<file path="config.mk">
export PLATFORM = sky130hd
export DESIGN_NAME = oled_fb_ctrl
export DESIGN_NICKNAME = d
export VERILOG_FILES = /design/src/design/oled_fb_pkg.sv /design/src/design/oled_fb_ctrl.sv
export VERILOG_INCLUDE_DIRS = /design/src /design/src/design
export SDC_FILE = /design/constraint.sdc
export NUM_CORES = 1
export LEC_CHECK = 0
export ABC_CLOCK_PERIOD_IN_PS = 3400
export BUFFER_PORTS_ARGS = -buffer_cell sky130_fd_sc_hd__buf_2
export CAP_MARGIN = 10
export CORE_MARGIN = 2
export CORE_UTILIZATION = 50
export DETAILED_ROUTE_END_ITERATION = 10
export PLACE_DENSITY_LB_ADDON = 0.12
export RECOVER_POWER = 100
export SYNTH_ARGS = -nofsm -noshare
export SYNTH_HDL_FRONTEND = slang
export SYNTH_SLANG_ARGS = --single-unit
export TNS_END_PERCENT = 1
</file>
<file path="constraint.sdc">
create_clock -name clk -period 3.4 [get_ports clk]
set_clock_uncertainty 0.05 [all_clocks]
set_input_delay 0.34 -clock clk [delete_from_list [all_inputs] [get_ports clk]]
set_output_delay 0.34 -clock clk [all_outputs]
set_load 0.01 [all_outputs]
</file>
<file path="src/design/oled_framebuffer_refresh_engine_top_assert.svh">
// Assertion macros for the frame buffer refresh engine modules.
`ifndef OLED_FRAMEBUFFER_REFRESH_ENGINE_TOP_ASSERT_SVH
`define OLED_FRAMEBUFFER_REFRESH_ENGINE_TOP_ASSERT_SVH

// cond holds at every clock edge out of reset
`define OFB_ASSERT_ALWAYS(lbl, cond, msg) \
  lbl: assert property (@(posedge clk) disable iff (rst) (cond)) else $error(msg);

// cons holds in the same cycle as ante
`define OFB_ASSERT_IMPL(lbl, ante, cons, msg) \
  lbl: assert property (@(posedge clk) disable iff (rst) (ante) |-> (cons)) else $error(msg);

// cons holds in the cycle after ante
`define OFB_ASSERT_NEXT(lbl, ante, cons, msg) \
  lbl: assert property (@(posedge clk) disable iff (rst) (ante) |=> (cons)) else $error(msg);

`endif

</file>
<file path="src/design/oled_fb_pkg.sv">
// Shared types and constants of the frame buffer refresh engine.
`default_nettype none

package oled_fb_pkg;

  localparam int DEF_COLUMNS = 128;
  localparam int DEF_PAGES   = 8;
  localparam int DEF_STORE_AW = 10;

  localparam int POS_W        = 8;
  localparam int HEADER_BYTES = 3;

  localparam logic [7:0] CMD_PAGE_BASE = 8'hB0;
  localparam logic [7:0] CMD_COL_LOW   = 8'h00;
  localparam logic [7:0] CMD_COL_HIGH  = 8'h10;

  typedef enum logic [1:0] {
    OP_DRAW  = 2'd0,
    OP_CLEAR = 2'd1,
    OP_START = 2'd2,
    OP_TICK  = 2'd3
  } op_t;

  typedef struct packed {
    logic       load;
    logic       is_data;
    logic [7:0] byte_value;
    logic       last;
  } result_t;

endpackage

`default_nettype wire

</file>
<file path="src/design/oled_fb_ctrl.sv">
// Sequencer: draw read-modify-write, refresh byte stepping and store clearing.
`default_nettype none

`include "oled_framebuffer_refresh_engine_top_assert.svh"

module oled_fb_ctrl import oled_fb_pkg::*; #(
  parameter  int COLUMNS = DEF_COLUMNS,
  parameter  int PAGES   = DEF_PAGES,
  localparam int COL_W   = $clog2(COLUMNS),
  localparam int PAGE_W  = (PAGES > 1) ? $clog2(PAGES) : 1,
  localparam int ADDR_W  = PAGE_W + COL_W
) (
  input  wire logic              clk,
  input  wire logic              rst,
  input  wire logic              in_valid,
  output logic                   in_stall,
  input  wire logic [1:0]        operation,
  input  wire logic [7:0]        x_column,
  input  wire logic [7:0]        y_row,
  input  wire logic              pixel_on,
  input  wire logic              out_free,
  output result_t                res,
  output logic                   mem_wr_en,
  output logic      [ADDR_W-1:0] mem_wr_addr,
  output logic      [7:0]        mem_wr_data,
  output logic                   mem_rd_en,
  output logic      [ADDR_W-1:0] mem_rd_addr,
  input  wire logic [7:0]        mem_rd_data
);

  localparam logic [8:0]        COL_LIMIT = 9'(COLUMNS);
  localparam logic [8:0]        ROW_LIMIT = 9'(8 * PAGES);
  localparam logic [PAGE_W-1:0] PAGE_LAST = PAGE_W'(PAGES - 1);
  localparam logic [POS_W-1:0]  LAST_POS  = POS_W'(HEADER_BYTES + COLUMNS - 1);
  localparam logic [POS_W-1:0]  HDR_END   = POS_W'(HEADER_BYTES);
  localparam logic [ADDR_W-1:0] SWEEP_END = '1;

  typedef enum logic [3:0] {
    ST_IDLE    = 4'b0001,
    ST_DRAW_WB = 4'b0010,
    ST_TICK_RD = 4'b0100,
    ST_CLEAR   = 4'b1000
  } state_t;

  state_t            state, state_next;
  logic              active, active_next;
  logic [PAGE_W-1:0] page, page_next;
  logic [POS_W-1:0]  pos, pos_next;
  logic [ADDR_W-1:0] sweep, sweep_next;

  logic [ADDR_W-1:0] pend_addr;
  logic [7:0]        pend_mask;
  logic              pend_on;
  logic              pend_last;

  logic              accept;
  op_t               op;
  logic              draw_hit;
  logic [PAGE_W-1:0] draw_page;
  logic [7:0]        draw_mask;
  logic [ADDR_W-1:0] draw_addr;
  logic [COL_W-1:0]  data_col;
  logic              tick_last;
  logic [7:0]        header_byte;

  assign in_stall = !((state == ST_IDLE) && out_free);
  assign accept   = in_valid && !in_stall;
  assign op       = op_t'(operation);

  // rows are flipped: top row lands in the last page, high bit
  assign draw_hit  = ({1'b0, x_column} < COL_LIMIT) && ({1'b0, y_row} < ROW_LIMIT);
  assign draw_page = PAGE_LAST - y_row[3 +: PAGE_W];
  assign draw_mask = 8'h80 >> y_row[2:0];
  assign draw_addr = {draw_page, x_column[COL_W-1:0]};
  assign data_col  = COL_W'(pos - HDR_END);
  assign tick_last = (pos == LAST_POS) && (page == PAGE_LAST);

  always_comb begin
    case (pos[1:0])
      2'd0:    header_byte = CMD_PAGE_BASE + 8'(page);
      2'd1:    header_byte = CMD_COL_LOW;
      default: header_byte = CMD_COL_HIGH;
    endcase
  end

  always_comb begin
    state_next  = state;
    active_next = active;
    page_next   = page;
    pos_next    = pos;
    sweep_next  = sweep;
    mem_wr_en   = 1'b0;
    mem_wr_addr = sweep;
    mem_wr_data = '0;
    mem_rd_en   = 1'b0;
    mem_rd_addr = draw_addr;
    res         = '0;
    unique case (state)
      ST_IDLE: begin
        if (accept) begin
          unique case (op)
            OP_DRAW: begin
              if (draw_hit) begin
                mem_rd_en  = 1'b1;
                state_next = ST_DRAW_WB;
              end
            end
            OP_CLEAR: begin
              sweep_next  = '0;
              state_next  = ST_CLEAR;
              active_next = 1'b1;
              page_next   = '0;
              pos_next    = '0;
            end
            OP_START: begin
              active_next = 1'b1;
              page_next   = '0;
              pos_next    = '0;
            end
            OP_TICK: begin
              if (active) begin
                if (pos == LAST_POS) begin
                  pos_next = '0;
                  if (page == PAGE_LAST) begin
                    active_next = 1'b0;
                    page_next   = '0;
                  end else begin
                    page_next = page + 1'b1;
                  end
                end else begin
                  pos_next = pos + 1'b1;
                end
                if (pos < HDR_END) begin
                  res.load       = 1'b1;
                  res.is_data    = 1'b0;
                  res.byte_value = header_byte;
                  res.last       = 1'b0;
                end else begin
                  mem_rd_en   = 1'b1;
                  mem_rd_addr = {page, data_col};
                  state_next  = ST_TICK_RD;
                end
              end
            end
            default: state_next = ST_IDLE;
          endcase
        end
      end
      ST_DRAW_WB: begin
        mem_wr_en   = 1'b1;
        mem_wr_addr = pend_addr;
        mem_wr_data = pend_on ? (mem_rd_data | pend_mask) : (mem_rd_data & ~pend_mask);
        state_next  = ST_IDLE;
      end
      ST_TICK_RD: begin
        res.load       = 1'b1;
        res.is_data    = 1'b1;
        res.byte_value = mem_rd_data;
        res.last       = pend_last;
        state_next     = ST_IDLE;
      end
      ST_CLEAR: begin
        mem_wr_en  = 1'b1;
        sweep_next = sweep + 1'b1;
        if (sweep == SWEEP_END) begin
          state_next = ST_IDLE;
        end
      end
      default: state_next = ST_IDLE;
    endcase
  end

  always_ff @(posedge clk) begin
    if (rst) begin
      state  <= ST_CLEAR;
      active <= 1'b0;
      page   <= '0;
      pos    <= '0;
      sweep  <= '0;
    end else begin
      state  <= state_next;
      active <= active_next;
      page   <= page_next;
      pos    <= pos_next;
      sweep  <= sweep_next;
    end
  end

  // hold the draw target and the last flag for the cycle after the read
  always_ff @(posedge clk) begin
    if (accept) begin
      pend_addr <= draw_addr;
      pend_mask <= draw_mask;
      pend_on   <= pixel_on;
      pend_last <= tick_last;
    end
  end

  `OFB_ASSERT_ALWAYS(a_pos_range, pos <= LAST_POS, "byte position past end of line")
  `OFB_ASSERT_IMPL(a_idle_home, !active, (pos == '0) && (page == '0), "idle with counters away from home")
  `OFB_ASSERT_IMPL(a_write_no_accept, mem_wr_en, !accept, "item accepted during a store write")
  `OFB_ASSERT_IMPL(a_read_result, state == ST_TICK_RD, res.load && out_free, "data byte has no free output slot")

endmodule

`default_nettype wire

</file>
==> results.json <==
{
  "die-area_mm2": 0.006065,
  "final_cell_count_no_fill": 442,
  "die_x_um": 77.88,
  "regArea_mm2": 0.001121,
  "status": "finished with violations",
  "fill_cells": 502,
  "cpPeakStageDelay_ns": 0.64,
  "max-clock-path-buffers": 2,
  "met2_usage_pct": 36.81,
  "p_leak_nw": 1.193,
  "gr-usage-met1_pct": 31.63,
  "fin_setup_tns_ns": 0,
  "placed_cells_incl_taps": 434,
  "required_ns": 3.01,
  "root_buffer": "clkbuf_8",
  "yosys-top-cells-count": "nand2_1, dfxtp_1, nor2_1",
  "cts_sinks": 46,
  "cap_violations": 2,
  "cts_tree": "yes",
  "setup_viol_count_final": 0,
  "drtAntennaViolNets": 0,
  "ys_types": 50,
  "async_reset_ff_share_pct": 0,
  "grt_busiest_layer": "met2",
  "vias_per_cell": 5.661,
  "hold_path_class": "primary input to register",
  "grt_pass1_wl_um": 10940,
  "clk_latency_ns": 0.30,
  "synth_seq_cells": 46,
  "worstSetupPathType": "register to output port",
  "finalHoldViolCount": 0,
  "wl_per_cell_um": 15.21,
  "gp_congestion": 0.8334,
  "yosysTopAreaCellShare_pct": 22.01,
  "synth_area_leader_cell": "edfxtp_1",
  "cp_slowest_cell": "or4b_1",
  "synth_area_mm2": 0.002729,
  "place_area_mm2": 0.003149,
  "post-route-period-util_pct": 88.04,
  "first_iter_violations": 202,
  "vias": 2502,
  "cp-end-kind": "output port",
  "crit_arrival_ns": 2.60,
  "ys_seq_area_share_pct": 41.08,
  "first_pass_iters": 5,
  "grt_max_degree": 21,
  "groute.layer.met3.usage_pct": 4.070,
  "synth-edff-count": 20,
  "start_util_pct": 52.76,
  "relSlewSlack_pct": -11.74,
  "fp.coreArea_mm2": 0.005172,
  "antenna_found_initial": 0,
  "drt_wl_total_um": 6722,
  "postSynthAreaPerCell_um2": 9.006,
  "tightest_slew_ns": 1.661,
  "cts_setup_buffers": 0,
  "syn2layout_area_growth_pct": 16.32,
  "io_buffer_count": 72,
  "io_pins": 73,
  "period_needed_ns": 2.994,
  "fmax_mhz": 334.1,
  "grt_pass1_vias": 2275,
  "syn_nets": 344,
  "nets": 412,
  "final_cell_area_mm2": 0.003174,
  "violations": "capacitance limit, slew limit",
  "die_y_um": 77.88,
  "drv_slew": 30,
  "htreeDepth": 2,
  "cts_made_buffers": 5,
  "n_antenna_cell": 0,
  "ys.flop_type": "dfxtp_1",
  "yosys_warnings": 0,
  "multi_input_area_mm2": 0.001488,
  "crit_path_cell_trace": "or4b_1 -> or3_1 -> a21oi_1 -> mux2_2 -> clkbuf_1",
  "start_kind": "register",
  "rows": 26,
  "hpwl_um": 5096,
  "grt_use_total_pct": 22.82,
  "rsz0062_at_grt": "false",
  "fin_util_pct": 61.37,
  "synth_most_common_cell": "nand2_1",
  "path_clk_slew_ns": 0.09,
  "ctsHoldBuffers": 0,
  "ctsResizeCount": 0,
  "power_density_mw_per_mm2": 339.7,
  "drc": 0,
  "vdd_ir_drop_max_v": 0.0002046,
  "synth.area.top_cells": "edfxtp_1, dfxtp_1, nand2_1",
  "syn-instance-count": 303,
  "drive_above_1_share_pct": 12.90,
  "crit_fanout": 6,
  "gr-total-overflow": 0
}
[layout by cell type, fill, tap and decap left out, types with 6 or more instances in the layout]
| cell type | n |
|---|---|
| nand4_1 | 6 |
| inv_1 | 14 |
| mux2i_1 | 12 |
| mux2_2 | 6 |
| clkbuf_8 | 6 |
| a21oi_1 | 19 |
| nand3_1 | 13 |
| clkbuf_1 | 50 |
| or3_1 | 9 |
| nand2_1 | 43 |
| nor2_1 | 21 |
| o31ai_1 | 6 |
| buf_2 | 25 |
| edfxtp_1 | 20 |
| o21ai_0 | 11 |
| nor3_1 | 7 |
| dfxtp_1 | 26 |
| or4_1 | 8 |
| ha_1 | 10 |
[per-layer routing]
layer,share of wire (%),up-vias
met5,0,-
met3,6.0,10
met4,1.2,0
met2,46,89
li1,-,1238
met1,47,1165
[sequential cells by signal (all words and copies together) (netlist names)]
| register | flops |
|---|---|
| sweep | 10 |
| pos | 8 |
| pend_addr | 10 |
| page | 3 |
| pend_on | 1 |
| state | 4 |
| pend_last | 1 |
| active | 1 |
| pend_mask | 8 |
[where the power goes]
| part | total [W] | internal, W | switching, W |
|---|---|---|---|
| Clock | 0.000418 | 0.000240 | 0.000179 |
| Sequential | 0.000581 | 0.000577 | 0.00000390 |
| Combinational | 0.0000789 | 0.0000333 | 0.0000456 |
[final timing paths]
| check | start | endpoint | slack (ns) | depth (start not counted) |
|---|---|---|---|---|
| setup / recovery | state[1]$_SDFFE_PP0P_ | mem_rd_addr[2] | 0.41 | 5 |
| hold / removal | pixel_on | pend_on$_DFFE_PN_ | 0.16 | 1 |
| setup reg to reg | state[1]$_SDFFE_PP0P_ | pend_last$_DFFE_PN_ | 0.90 | 3 |
| hold reg to reg | sweep[9]$_SDFFE_PP0P_ | sweep[9]$_SDFFE_PP0P_ | 0.46 | 2 |
[through the flow]
stage | hold slack (ns) | power, W | worst slack (ns)
2_1_floorplan | 0.3591 | 0.0006331 | 0.6991
3_3_place_gp | 0.4383 | 0.0006748 | 0.7720
3_5_place_dp | 0.4538 | 0.0006761 | 0.7261
4_1_cts | 0.1645 | 0.001092 | 0.3776
5_1_grt | 0.1551 | 0.001116 | 0.2528
6_report | 0.1631 | 0.001078 | 0.4065
[cell families after synthesis]
| family | synth area share (%) |
|---|---|
| AOI/OAI and AO/OA | 12.15 |
| xor gates and xnor gates | 1.284 |
| adders and majority gates | 4.585 |
| buffers and inverters | 3.806 |
| DFF | 41.08 |
| muxes | 7.703 |
| and+or+nand+nor | 29.39 |
[layout make-up]
| type | count | area share (%) |
|---|---|---|
| tap | 70 | 2.759 |
| timing repair buffer | 74 | 9.736 |
| multi-input combinational | 230 | 46.87 |
| clock buffer | 7 | 2.720 |
| inverter | 14 | 1.656 |
| clock inverter | 1 | 0.9460 |
| sequential | 46 | 35.32 |
[critical path, delay by kind of cell, from the launching register on]
| kind | cells | cell delay (ns) |
|---|---|---|
| flops | 1 | 0.35 |
| buf+inv | 1 | 0.13 |
| compound gates | 1 | 0.32 |
| mux | 1 | 0.38 |
| simple gates | 2 | 1.13 |
(Power assumes the default switching activity.)
